[src/design/itaf_pkg.sv]
// Package with the widths, character codes and shared types of the formatter.
package itaf_pkg;

  // Operand width after masking.
  localparam int VALUE_BITS = 32;
  localparam int IN_BITS    = 32;

  // Digit counts for both bases.
  localparam int HEX_DIGITS = (VALUE_BITS + 3) / 4;
  localparam int DEC_DIGITS = (VALUE_BITS * 30103) / 100000 + 1;
  localparam int DIG_N      = (HEX_DIGITS > DEC_DIGITS) ? HEX_DIGITS : DEC_DIGITS;
  localparam int DIG_W      = DIG_N * 4;
  localparam int BCD_W      = DEC_DIGITS * 4;
  localparam int REM_W      = $clog2(DIG_N + 1);
  localparam int CNT_W      = $clog2(VALUE_BITS + 1);

  // Conversion kinds; the last one produces no text.
  localparam logic [1:0] REQ_CHAR   = 2'd0;
  localparam logic [1:0] REQ_HEX    = 2'd1;
  localparam logic [1:0] REQ_DEC    = 2'd2;
  localparam logic [1:0] REQ_UNUSED = 2'd3;

  // Character codes.
  localparam logic [7:0] CH_ZERO  = 8'h30;
  localparam logic [7:0] CH_LOWA  = 8'h61;
  localparam logic [7:0] CH_MINUS = 8'h2D;
  localparam logic [7:0] CH_CR    = 8'h0D;
  localparam logic [7:0] CH_LF    = 8'h0A;

  // Load command from the sequencer to the character emitter.
  typedef struct packed {
    logic       load;
    logic       head_en;
    logic [7:0] head_char;
    logic       dig_en;
    logic       tail_en;
  } itaf_load_t;

  // Maps one digit (0 to 15) to its lower-case ASCII character.
  function automatic logic [7:0] digit_ascii(input logic [3:0] d);
    logic [7:0] r;
    if (d < 4'd10) begin
      r = CH_ZERO + {4'd0, d};
    end else begin
      r = CH_LOWA + {4'd0, d} - 8'd10;
    end
    return r;
  endfunction

endpackage

[src/design/itaf_dabble.sv]
// Bit-serial binary to BCD converter using the shift and add-3 method.
module itaf_dabble (
  input  logic                             clk,
  input  logic                             rst,
  input  logic                             start,
  input  logic [itaf_pkg::VALUE_BITS-1:0]  mag,
  output logic                             done,
  output logic [itaf_pkg::BCD_W-1:0]       bcd
);
  import itaf_pkg::*;

  logic                  busy;
  logic [CNT_W-1:0]      cnt;
  logic [VALUE_BITS-1:0] sh;
  logic [BCD_W-1:0]      adj;

  // Each BCD digit of five or more gets three added before the shift.
  always_comb begin
    for (int i = 0; i < DEC_DIGITS; i++) begin
      if (bcd[4*i +: 4] >= 4'd5) begin
        adj[4*i +: 4] = bcd[4*i +: 4] + 4'd3;
      end else begin
        adj[4*i +: 4] = bcd[4*i +: 4];
      end
    end
  end

  // One operand bit moves into the BCD register per cycle.
  always_ff @(posedge clk) begin
    if (rst) begin
      busy <= 1'b0;
      done <= 1'b0;
      cnt  <= '0;
    end else begin
      done <= 1'b0;
      if (start) begin
        busy <= 1'b1;
        cnt  <= CNT_W'(VALUE_BITS);
      end else if (busy) begin
        cnt <= cnt - CNT_W'(1);
        if (cnt == CNT_W'(1)) begin
          busy <= 1'b0;
          done <= 1'b1;
        end
      end
    end
  end

  // Shift registers for the operand and the digits.
  always_ff @(posedge clk) begin
    if (start) begin
      sh  <= mag;
      bcd <= '0;
    end else if (busy) begin
      sh  <= {sh[VALUE_BITS-2:0], 1'b0};
      bcd <= {adj[BCD_W-2:0], sh[VALUE_BITS-1]};
    end
  end

endmodule

[src/design/itaf_emit.sv]
// Character emitter: prefix, digits without leading zeros, suffix, output register.
module itaf_emit (
  input  logic                          clk,
  input  logic                          rst,
  input  itaf_pkg::itaf_load_t          ld,
  input  logic [itaf_pkg::DIG_W-1:0]    digits,
  output logic                          idle,
  output logic                          out_valid,
  input  logic                          out_ready,
  output logic [7:0]                    out_char,
  output logic                          last
);
  import itaf_pkg::*;

  typedef enum logic [4:0] {
    E_IDLE = 5'b00001,
    E_HEAD = 5'b00010,
    E_SKIP = 5'b00100,
    E_DIG  = 5'b01000,
    E_TAIL = 5'b10000
  } phase_t;

  phase_t           phase, phase_next;
  logic [DIG_W-1:0] dig, dig_next;
  logic [REM_W-1:0] rem, rem_next;
  logic [7:0]       head_char, head_char_next;
  logic             head_en, head_en_next;
  logic             dig_en, dig_en_next;
  logic             tail_en, tail_en_next;
  logic             out_valid_next;
  logic [7:0]       out_char_next;
  logic             last_next;
  logic             adv;
  logic [3:0]       top_dig;

  assign idle    = (phase == E_IDLE);
  assign adv     = !out_valid || out_ready;
  assign top_dig = dig[DIG_W-1 -: 4];

  // Phase sequencing and output register loading.
  always_comb begin
    phase_next     = phase;
    dig_next       = dig;
    rem_next       = rem;
    head_char_next = head_char;
    head_en_next   = head_en;
    dig_en_next    = dig_en;
    tail_en_next   = tail_en;
    out_valid_next = out_valid && !out_ready;
    out_char_next  = out_char;
    last_next      = last;
    case (phase)
      E_IDLE: begin
        if (ld.load) begin
          dig_next       = digits;
          rem_next       = REM_W'(DIG_N);
          head_char_next = ld.head_char;
          head_en_next   = ld.head_en;
          dig_en_next    = ld.dig_en;
          tail_en_next   = ld.tail_en;
          if (ld.head_en) begin
            phase_next = E_HEAD;
          end else if (ld.dig_en) begin
            phase_next = E_SKIP;
          end else if (ld.tail_en) begin
            phase_next = E_TAIL;
          end
        end
      end
      E_HEAD: begin
        if (adv) begin
          out_valid_next = 1'b1;
          out_char_next  = head_char;
          last_next      = !dig_en && !tail_en;
          if (dig_en) begin
            phase_next = E_SKIP;
          end else if (tail_en) begin
            phase_next = E_TAIL;
          end else begin
            phase_next = E_IDLE;
          end
        end
      end
      E_SKIP: begin
        // Leading zeros drop out one digit per cycle; the final digit always stays.
        if (top_dig == 4'd0 && rem != REM_W'(1)) begin
          dig_next = {dig[DIG_W-5:0], 4'd0};
          rem_next = rem - REM_W'(1);
        end else begin
          phase_next = E_DIG;
        end
      end
      E_DIG: begin
        if (adv) begin
          out_valid_next = 1'b1;
          out_char_next  = digit_ascii(top_dig);
          last_next      = (rem == REM_W'(1)) && !tail_en;
          dig_next       = {dig[DIG_W-5:0], 4'd0};
          rem_next       = rem - REM_W'(1);
          if (rem == REM_W'(1)) begin
            phase_next = tail_en ? E_TAIL : E_IDLE;
          end
        end
      end
      E_TAIL: begin
        if (adv) begin
          out_valid_next = 1'b1;
          out_char_next  = CH_CR;
          last_next      = 1'b1;
          phase_next     = E_IDLE;
        end
      end
      default: begin
        phase_next = E_IDLE;
      end
    endcase
  end

  // Control registers.
  always_ff @(posedge clk) begin
    if (rst) begin
      phase     <= E_IDLE;
      out_valid <= 1'b0;
    end else begin
      phase     <= phase_next;
      out_valid <= out_valid_next;
    end
  end

  // Payload registers.
  always_ff @(posedge clk) begin
    dig       <= dig_next;
    rem       <= rem_next;
    head_char <= head_char_next;
    head_en   <= head_en_next;
    dig_en    <= dig_en_next;
    tail_en   <= tail_en_next;
    out_char  <= out_char_next;
    last      <= last_next;
  end

endmodule

[src/design/int_to_ascii_formatter.sv]
// Top level of the formatter: item intake, sequencing and unit wiring.
//
//   channel  handshake            payload
//   input    in_valid / in_ready  req_type[1:0], value[31:0]
//   output   out_valid/out_ready  out_char[7:0], last
//
// One item is in work at a time. A raw item's first character is registered in the prefix phase,
// after the load state. Hex items drop leading zeros in the skip phase, then enter the digit phase.
// Decimal items pass through the bit-serial BCD converter and the load state to the emitter, then
// a sign phase, the skip phase and the digit phase; then one character per cycle while out_ready
// is high, and a low out_ready holds the output register. The next item is taken as soon as the
// last character sits in the output register. Reset is synchronous; an unused kind frees intake.
module int_to_ascii_formatter (
  input  logic                         clk,
  input  logic                         rst,
  input  logic                         in_valid,
  output logic                         in_ready,
  input  logic [1:0]                   req_type,
  input  logic [itaf_pkg::IN_BITS-1:0] value,
  output logic                         out_valid,
  input  logic                         out_ready,
  output logic [7:0]                   out_char,
  output logic                         last
);
  import itaf_pkg::*;

  typedef enum logic [2:0] {
    T_IDLE = 3'b001,
    T_CONV = 3'b010,
    T_LOAD = 3'b100
  } tstate_t;

  tstate_t               state, state_next;
  logic [1:0]            kind;
  logic [VALUE_BITS-1:0] mag_r;
  logic                  neg_r;
  logic [VALUE_BITS-1:0] opnd;
  logic [VALUE_BITS-1:0] mag;
  logic                  neg;
  logic                  accept;
  logic                  dab_start;
  logic                  dab_done;
  logic [BCD_W-1:0]      bcd;
  logic                  emit_idle;
  itaf_load_t            ld;
  logic [DIG_W-1:0]      digits;

  assign in_ready = (state == T_IDLE) && emit_idle;
  assign accept   = in_valid && in_ready;

  // Operand masking and two's complement magnitude for decimal items.
  assign opnd      = VALUE_BITS'(value);
  assign neg       = (req_type == REQ_DEC) && opnd[VALUE_BITS-1];
  assign mag       = neg ? (~opnd + VALUE_BITS'(1)) : opnd;
  assign dab_start = accept && (req_type == REQ_DEC);

  // Sequencer.
  always_comb begin
    state_next = state;
    case (state)
      T_IDLE: begin
        if (accept) begin
          case (req_type)
            REQ_CHAR: state_next = T_LOAD;
            REQ_HEX:  state_next = T_LOAD;
            REQ_DEC:  state_next = T_CONV;
            default:  state_next = T_IDLE;
          endcase
        end
      end
      T_CONV: begin
        if (dab_done) begin
          state_next = T_LOAD;
        end
      end
      T_LOAD: begin
        state_next = T_IDLE;
      end
      default: begin
        state_next = T_IDLE;
      end
    endcase
  end

  always_ff @(posedge clk) begin
    if (rst) begin
      state <= T_IDLE;
    end else begin
      state <= state_next;
    end
  end

  // Item registers.
  always_ff @(posedge clk) begin
    if (accept) begin
      kind  <= req_type;
      mag_r <= mag;
      neg_r <= neg;
    end
  end

  // Emitter command for the accepted item.
  always_comb begin
    ld.load      = (state == T_LOAD);
    ld.head_en   = 1'b0;
    ld.head_char = CH_MINUS;
    ld.dig_en    = 1'b1;
    ld.tail_en   = 1'b0;
    digits       = DIG_W'(bcd);
    case (kind)
      REQ_CHAR: begin
        ld.head_en   = 1'b1;
        ld.head_char = mag_r[7:0];
        ld.dig_en    = 1'b0;
        ld.tail_en   = (mag_r[7:0] == CH_LF);
      end
      REQ_HEX: begin
        digits = DIG_W'(mag_r);
      end
      default: begin
        ld.head_en = neg_r;
      end
    endcase
  end

  itaf_dabble u_dabble (
    .clk   (clk),
    .rst   (rst),
    .start (dab_start),
    .mag   (mag),
    .done  (dab_done),
    .bcd   (bcd)
  );

  itaf_emit u_emit (
    .clk       (clk),
    .rst       (rst),
    .ld        (ld),
    .digits    (digits),
    .idle      (emit_idle),
    .out_valid (out_valid),
    .out_ready (out_ready),
    .out_char  (out_char),
    .last      (last)
  );

endmodule

[config.mk]
export PLATFORM = sky130hd
export DESIGN_NAME = int_to_ascii_formatter
export DESIGN_NICKNAME = d
export VERILOG_FILES = /design/src/design/itaf_pkg.sv /design/src/design/itaf_dabble.sv /design/src/design/itaf_emit.sv /design/src/design/int_to_ascii_formatter.sv
export SDC_FILE = /design/constraint.sdc
export NUM_CORES = 1
export LEC_CHECK = 0
export BUFFER_PORTS_ARGS = -buffer_cell sky130_fd_sc_hd__buf_4
export CAP_MARGIN = 20
export CORE_MARGIN = 3
export CORE_UTILIZATION = 41
export DETAILED_ROUTE_END_ITERATION = 10
export PLACE_DENSITY = 0.61
export SLEW_MARGIN = 20
export SYNTH_ARGS = -nofsm -noshare
export SYNTH_HDL_FRONTEND = slang
export SYNTH_SLANG_ARGS = --single-unit
[constraint.sdc]
create_clock -name clk -period 4.1 [get_ports clk]
set_clock_uncertainty 0.2 [all_clocks]
set_input_delay 0.82 -clock clk [delete_from_list [all_inputs] [get_ports clk]]
set_output_delay 0.82 -clock clk [all_outputs]
set_load 0.01 [all_outputs]
==> out/qor.yml, run 1 <==
route:
  drtIter0Drc: 456
  via_per_inst: 5.31
  routedWlPerCell_um: 16.0
  drc: 0
  drt_pre_antenna_iters: 6
  vias: 6473
  drtAntennaViolNets: 0
  finalWirelength_um: 19500
timing:
  rsz0062_at_grt: "false"
  final-hold-violation-count: 0
  layout_min_cycle_time_ns: 3.00
  tightest_slew_ns: 0.889
  drv_slew: 0
  finalSetupTns_ns: 0
  finalCritPeriodShare: 0.732
  max_freq_ghz: 0.333
  setup_viol_count_final: 0
  relSlewSlack: 0.408
  fin_ws_ns: 1.10
synthesis:
  synth_ff_type: "edfxtp_1"
  ys_seq_area_frac: 0.539
  syn-instance-count: 891
  syn_nets: 955
  synth_top_area_share: 0.417
  synthTopCellsByArea: "edfxtp_1 (42%), dfxtp_1 (12%), mux2i_1 (4.9%)"
  yosysMostFrequentCell: "edfxtp_1"
  synth_edf_count: 130
  async_flop_share: 0
  ys_types: 58
  ys_ff_latch: 187
  yosys_warnings: 0
  yosys.area.top_type: "edfxtp_1"
  syn-cell-area_um2: 9370
  syn_avg_cell_area_um2: 10.5
  synth_common_cells: "edfxtp_1 (130), nand2_1 (91), nor2_1 (81), o21ai_0 (70), a21oi_1 (68)"
pwr:
  power_frac_clock: 0.269
  p_sw_frac: 0.325
  irDropWorstVdd_mv: 0.328
  comb_power_share: 0.262
  intPower_mw: 4.14
  p_leak_nw: 3.79
  p_switching_mw: 1.99
  seq_power_share: 0.469
  power_density_nw_per_um2: 578
cts:
  htreeDepth: 4
  cts.clk_slew.worst_paths_ns: 0.07
  clk_path_buf_depth: 2
  post_cts.repair.setup_buffers: 0
  hold_buffers: 0
  clk_latency_ns: 0.43
  cts_tree: "built"
  cts-root-buf: "clkbuf_16"
  clock-sinks: 187
  cts_buffers: 17
  cts_resized: 0
setup_path:
  worstSetupStartpointType: "register"
  path_buf_inv: 2
  arrival_ns: 2.93
  critPathMaxStageDelay_ns: 0.61
  path_delay_family: "simple AND/OR/NAND/NOR gates"
  worst_ep_required_time_ns: 4.03
  cp_slowest_cell: "o221a_2"
  r2r_cells: 6
  cp_max_fo: 24
  cp.depth: 6
  critPathKind: "register to register"
  crit_chain: "or4b_4, or2_2, nor2_1, buf_4, o221a_2, buf_12"
  end_kind: "register"
place:
  dp_slack_ns: 0.955
  portBuffers: 48
  dp_cells: 1188
  place.gp.congestion: 0.807
  dp_hpwl_um: 13500
grt:
  grt_pass1_vias: 6118
  antenna_found_initial: 0
  grt_max_degree: 82
  grt_overflow_total: 0
  grt_pass1_wl_um: 32000
  grt.total_usage: 0.164
run:
  maxCapViolCount: 0
cells_and_area:
  num_antenna_cells: 0
  finalNonFillerCells: 1220
  area_delta_synth_final_pct: 13.3
  drive_gt1_frac: 0.137
  final_nets: 991
floorplan:
  start_util: 0.423
  placementRows: 54
  die_y_um: 157
  die-width_um: 157
  ios: 49
  fp.dieArea_um2: 24700
  core_area_um2: 22200
min_path:
  hp-class: "register to register"
  hold_path_depth: 2
outcome:
  status: "completed"
final cells by class:
type                            instances  area (µm²)
Fill cell                            2056       11600
Sequential cell                       187        5050
Multi-Input combinational cell        622        3990
Clock buffer                           20         483
Timing Repair Buffer                   59         475
Tap cell                              280         350
Inverter                               40         150
Clock inverter                         12         116
power by group through the flow:
stage                     registers [mW]  logic (mW)  clock network [mW]
after global placement              2.91        1.58                   0
after floorplan                     2.78        1.26                   0
after CTS                           2.87        1.63                1.69
after global routing                2.93        1.83                1.77
after detailed placement            2.91        1.62                   0
final                               2.88        1.61                1.65
worst register-to-register path: cells and delay by family (launching register included):
| family | cells | cell delay, ns |
|---|---|---|
| simple gates | 3 | 1.03 |
| flops | 1 | 0.38 |
| compound gates | 1 | 0.61 |
| buf+inv | 2 | 0.48 |
path summary, 6_finish.rpt:
check / slack, ns / endpoint / from
hold / removal: 0.30 / u_dabble.bcd[39]$_SDFFE_PP0P_ / u_dabble.bcd[39]$_SDFFE_PP0P_
setup reg to reg: 1.10 / u_emit.dig[8]$_DFFE_PP_ / u_emit.phase[1]$_SDFFE_PP0P_
hold reg to reg: 0.30 / u_dabble.bcd[39]$_SDFFE_PP0P_ / u_dabble.bcd[39]$_SDFFE_PP0P_
setup / recovery: 1.10 / u_emit.dig[8]$_DFFE_PP_ / u_emit.phase[1]$_SDFFE_PP0P_
sequential cells by signal, indices dropped and copies added, names as in the netlist:
| signal | count |
|---|---|
| u_dabble.bcd | 40 |
| u_emit.dig | 40 |
| mag_r | 32 |
| u_dabble.sh | 32 |
| u_emit.head_char | 8 |
| u_emit.out_char | 8 |
| u_dabble.cnt | 6 |
| u_emit.phase | 5 |
| u_emit.rem | 4 |
| state | 3 |
| kind | 2 |
| neg_r | 1 |
| u_dabble.busy | 1 |
| u_dabble.done | 1 |
| u_emit.dig_en | 1 |
| u_emit.last | 1 |
| u_emit.out_valid | 1 |
| u_emit.tail_en | 1 |
through the flow:
step | total power, mW | cell area [µm²] | hold slack (ns) | util
2_1_floorplan | 4.04 | 9370 | 0.245 | -
3_3_place_gp | 4.49 | 9980 | 0.271 | 0.450
3_5_place_dp | 4.53 | 10000 | 0.278 | 0.452
4_1_cts | 6.19 | 10600 | 0.289 | 0.479
5_1_grt | 6.53 | 10600 | 0.314 | 0.479
6_report | 6.13 | 10600 | 0.296 | 0.479
cell usage in the layout, fill, tap and decap left out, types with 23 or more instances in the layout:
cell type	n
buf_4	57
edfxtp_1	130
mux2_2	23
nor3_1	23
a21oi_1	68
nor2_1	81
mux2i_1	46
nand2_1	91
ha_1	26
dfxtp_1	56
xor2_1	25
inv_1	39
xnor2_1	32
o21ai_0	70
metal layers:
layer / global-route usage / vias to the layer above / wire length, µm
met5: 0 / - / 0
met2: 0.251 / 111 / 8820
met4: 0.0438 / 0 / 173
met1: 0.242 / 3087 / 9820
met3: 0.0291 / 15 / 665
li1: - / 3260 / -
cell families (layout without fill, tap and decap cells):
group | after synthesis | after routing | synth area share
and+or+nand+nor | 293 | 293 | 0.152
DFF | 187 | 187 | 0.539
AOI/OAI and AO/OA | 176 | 176 | 0.106
buffers and inverters | 82 | 131 | 0.0370
muxes | 70 | 70 | 0.0784
xor gates and xnor gates | 57 | 57 | 0.0533
adders and majority gates | 26 | 26 | 0.0347
Note: power is estimated with default switching activity, not from simulation.
==> inputs of run 2 (changes only) <==
Clock period 4.1 ns to 2.81 ns, I/O delays scaled along.
==> run 2 against run 1 <==
Effect of this change: hold slack got worse by 0.16 ns; largest cell class unchanged; combinational power is 50% higher; critical path type is now register to output port; die area is the same; register-to-register slack lost 0.82 ns.
==> out/qor.yml, run 2 (synthesis results as in run 1) <==
pwr:
  power_density_nw_per_um2: 828
  p_leak_nw: 3.88
  irDropWorstVdd_mv: 0.489
  intPower_mw: 5.99
  comb_power_share: 0.270
  power_frac_clock: 0.258
  p_sw_frac: 0.328
  seq_power_share: 0.472
  p_switching_mw: 2.92
floorplan:
  die-width_um: 157
  ios: 49
  start_util: 0.423
  die_y_um: 157
  placementRows: 54
  fp.dieArea_um2: 24700
  core_area_um2: 22200
place:
  portBuffers: 48
  dp_hpwl_um: 13700
  dp_slack_ns: 0.0854
  place.gp.congestion: 0.913
  dp_cells: 1199
cts:
  cts_tree: "built"
  post_cts.repair.setup_buffers: 0
  cts.clk_slew.worst_paths_ns: 0.07
  cts_buffers: 17
  clk_path_buf_depth: 2
  clk_latency_ns: 0.43
  htreeDepth: 4
  clock-sinks: 187
  cts-root-buf: "clkbuf_16"
cells_and_area:
  area_delta_synth_final_pct: 14.8
  num_antenna_cells: 0
  layout_commonest_cell: "edfxtp_1"
  final_nets: 1002
  reg_top3: "u_dabble.bcd x40, u_emit.dig x40"
  layout_common_cells: "edfxtp_1 (130), nand2_1 (90), nor2_1 (80), o21ai_0 (70), a21oi_1 (68)"
  drive_gt1_frac: 0.151
  finalNonFillerCells: 1231
grt:
  grt_pass1_vias: 6220
  grt_overflow_total: 0
  antenna_found_initial: 0
  grt_max_degree: 62
  grt.total_usage: 0.165
  grt_pass1_wl_um: 32500
route:
  drtIter0Drc: 457
  routedWlPerCell_um: 16.0
  drc: 0
  vias: 6619
  finalWirelength_um: 19800
  drtAntennaViolNets: 0
  drt_pre_antenna_iters: 7
  via_per_inst: 5.38
setup_path:
  end_kind: "output port"
  worst_ep_required_time_ns: 2.05
  critPathKind: "register to output port"
  cp_max_fo: 5
  arrival_ns: 1.94
  worstSetupStartpointType: "register"
outcome:
  status: "completed"
timing:
  drv_slew: 0
  relSlewSlack: 0.602
  fin_ws_ns: 0.103
  max_freq_ghz: 0.369
  layout_min_cycle_time_ns: 2.71
  final-hold-violation-count: 0
  rsz0062_at_grt: "false"
  setup_viol_count_final: 0
  finalCritPeriodShare: 0.963
  tightest_slew_ns: 0.598
min_path:
  hp-class: "primary input to register"
run:
  maxCapViolCount: 0
-- run 2: cell count changes in the layout (fill, tap and decap cells not counted), sizes merged --
cell      before  now
inv           47   49
clkinv         4    5
clkbuf        20   18
buf           59   70
clkinvlp       1    0
-- run 2: metrics by stage --
stage	TNS [ns]	util	hold WS [ns]	total power [mW]	area [µm²]
floorplan	-31.20	-	0.245	5.95	9450
global placement	0	0.460	0.263	6.62	10200
detailed placement	0	0.460	0.274	6.67	10200
CTS	0	0.485	0.114	8.99	10800
global route	0	0.485	0.120	9.48	10800
finish	0	0.485	0.135	8.91	10800
-- run 2: path summary, 6_finish.rpt --
kind | from | endpoint | slack [ns] | cells after the start
max | u_emit.phase[0]$_SDFFE_PP1P_ | in_ready | 0.10 | 4
min reg2reg | u_dabble.bcd[39]$_SDFFE_PP0P_ | u_dabble.bcd[39]$_SDFFE_PP0P_ | 0.29 | 2
max reg2reg | u_emit.phase[0]$_SDFFE_PP1P_ | u_dabble.sh[12]$_DFFE_PP_ | 0.28 | 4
min | value[0] | mag_r[0]$_DFFE_PP_ | 0.13 | 1
-- run 2: layout make-up --
type | instances | area (µm²)
flip-flops and latches | 187 | 5050
clock buffers | 18 | 439
repair buffers | 70 | 601
well taps | 280 | 350
fillers | 2041 | 11400
inverters | 40 | 150
clock inverters | 14 | 125
multi-input cells | 622 | 4040
-- run 2: worst max-delay path, cell delays in order (launching register included) --
cell,delay [ns]
dfxtp_1,0.42
or4b_4,0.53
or2_2,0.33
nor2_1,0.11
buf_4,0.13
-- run 2: metal layers --
metal  global-route usage  share of wire  routed length [µm]
met5                    0              0                   0
met4               0.0541          0.013                 260
met3               0.0264          0.039                 774
met2                0.255           0.46                9050
met1                0.239           0.49                9670
-- run 2: repair_timing --
| item | in CTS | in global routing |
|---|---|---|
| setup endpoints to repair | 0 | 1 |
| hold buffers | 0 | 0 |
| gates resized for setup | 0 | 2 |
-- run 2: power by group through the flow --
stage	Combinational, mW	Clock (mW)	Sequential [mW]
2_1_floorplan	1.89	0	4.06
3_3_place_gp	2.37	0	4.25
3_5_place_dp	2.43	0	4.25
4_1_cts	2.44	2.35	4.19
5_1_grt	2.74	2.46	4.27
6_report	2.41	2.30	4.20
==> inputs of run 3 (changes only) <==
Settings changed: MAX_ROUTING_LAYER set to met4, SLEW_MARGIN 20 to 10.
==> run 3 against run 2 <==
Effect of this change: fmax about the same; sequential power about the same; via count down 0.32%; highest routed layer unchanged; critical path depth unchanged.
==> out/qor.yml, run 3 (synthesis results as in run 1) <==
outcome:
  status: "completed"
place:
  place.gp.congestion: 0.931
  dp_hpwl_um: 13700
  dp_slack_ns: 0.0854
  portBuffers: 48
floorplan:
  die_y_um: 157
  ios: 49
  fp.dieArea_um2: 24700
  placementRows: 54
  die-width_um: 157
  core_area_um2: 22200
  start_util: 0.423
timing:
  rsz0062_at_grt: "false"
  layout_min_cycle_time_ns: 2.71
  final-hold-violation-count: 0
  holdWs_ns: 0.131
  setup_viol_count_final: 0
  fin_ws_ns: 0.102
  drv_slew: 0
  relSlewSlack: 0.597
  max_freq_ghz: 0.369
  finalCritPeriodShare: 0.964
  tightest_slew_ns: 0.604
cells_and_area:
  num_antenna_cells: 0
  layout_common_cells: "edfxtp_1 (130), nand2_1 (90), nor2_1 (80), o21ai_0 (70), a21oi_1 (68)"
  layout_commonest_cell: "edfxtp_1"
  reg_top3: "u_dabble.bcd x40, u_emit.dig x40"
  area_delta_synth_final_pct: 14.8
  drive_gt1_frac: 0.151
  fin_util: 0.485
  final_nets: 1002
route:
  drtIter0Drc: 467
  via_per_inst: 5.36
  finalWirelength_um: 19700
  routedWlPerCell_um: 16.0
  drt_pre_antenna_iters: 5
  drtAntennaViolNets: 0
  vias: 6598
  drc: 0
pwr:
  p_leak_nw: 3.88
  power_frac_clock: 0.259
  comb_power_share: 0.270
  intPower_mw: 5.99
  p_switching_mw: 2.93
  seq_power_share: 0.471
  power_density_nw_per_um2: 829
  irDropWorstVdd_mv: 0.493
  p_sw_frac: 0.328
setup_path:
  arrival_ns: 1.95
  cp_max_fo: 5
  worstSetupStartpointType: "register"
  critPathKind: "register to output port"
  end_kind: "output port"
  worst_ep_required_time_ns: 2.05
cts:
  post_cts.repair.setup_buffers: 0
  cts.clk_slew.worst_paths_ns: 0.07
  htreeDepth: 4
  cts_tree: "built"
  cts-root-buf: "clkbuf_16"
  cts_buffers: 17
  clock-sinks: 187
  clk_latency_ns: 0.43
  clk_path_buf_depth: 2
grt:
  grt_pass1_vias: 6215
  grt.total_usage: 0.170
  grt_max_degree: 62
  grt_overflow_total: 0
  antenna_found_initial: 0
  grt_pass1_wl_um: 32500
run:
  maxCapViolCount: 0
min_path:
  hp-class: "primary input to register"
-- run 3: cell counts in the layout (fill, tap and decap cells not counted) --
Identical to the previous run, type by type.
-- run 3: stage by stage --
stage / cell area (µm²) / setup TNS, ns / power [mW] / std cells
finish: 10800 / 0 / 8.92 / 1231
global placement: 10200 / 0 / 6.62 / 1199
floorplan: 9450 / -31.20 / 5.95 / 891
global route: 10800 / 0 / 9.48 / 1231
detailed placement: 10200 / 0 / 6.67 / 1199
CTS: 10800 / 0 / 8.99 / 1231
-- run 3: power by group through the flow --
stage,logic (mW),registers (mW),clock network (mW)
after detailed placement,2.43,4.25,0
after global placement,2.37,4.25,0
after CTS,2.44,4.19,2.35
after floorplan,1.89,4.06,0
final,2.41,4.20,2.31
after global routing,2.74,4.27,2.46
-- run 3: area by class of cell --
class	count	area, µm²
Multi-Input combinational cell	622	4040
Fill cell	2041	11400
Clock buffer	18	439
Sequential cell	187	5050
Tap cell	280	350
Inverter	40	150
Timing Repair Buffer	70	601
Clock inverter	14	125
-- run 3: layer usage --
metal  global-route usage  up-vias  routed length (µm)
met5                    -        -                   0
met4               0.0541        0                 330
met3               0.0258       25                 757
met2                0.255      129                9010
met1                0.240     3156                9630
li1                     -     3288                   -
-- run 3: path summary, 6_finish.rpt --
| path | slack [ns] | startpoint | to | cells after the start |
|---|---|---|---|---|
| hold / removal | 0.13 | value[0] | mag_r[0]$_DFFE_PP_ | 1 |
| setup / recovery | 0.10 | u_emit.phase[0]$_SDFFE_PP1P_ | in_ready | 4 |
| hold reg to reg | 0.29 | u_dabble.bcd[39]$_SDFFE_PP0P_ | u_dabble.bcd[39]$_SDFFE_PP0P_ | 2 |
| setup reg to reg | 0.29 | u_emit.phase[0]$_SDFFE_PP1P_ | u_dabble.sh[12]$_DFFE_PP_ | 4 |
-- run 3: critical path: stages (launching register included) --
cell and delay [ns]:
dfxtp_1 0.42, or4b_4 0.53, or2_2 0.33, nor2_1 0.11, buf_4 0.13
-- run 3: repair_timing --
action,CTS,global route
gates resized for setup,0,2
hold endpoints to repair,0,0
hold buffers,0,0
setup endpoints to repair,0,1
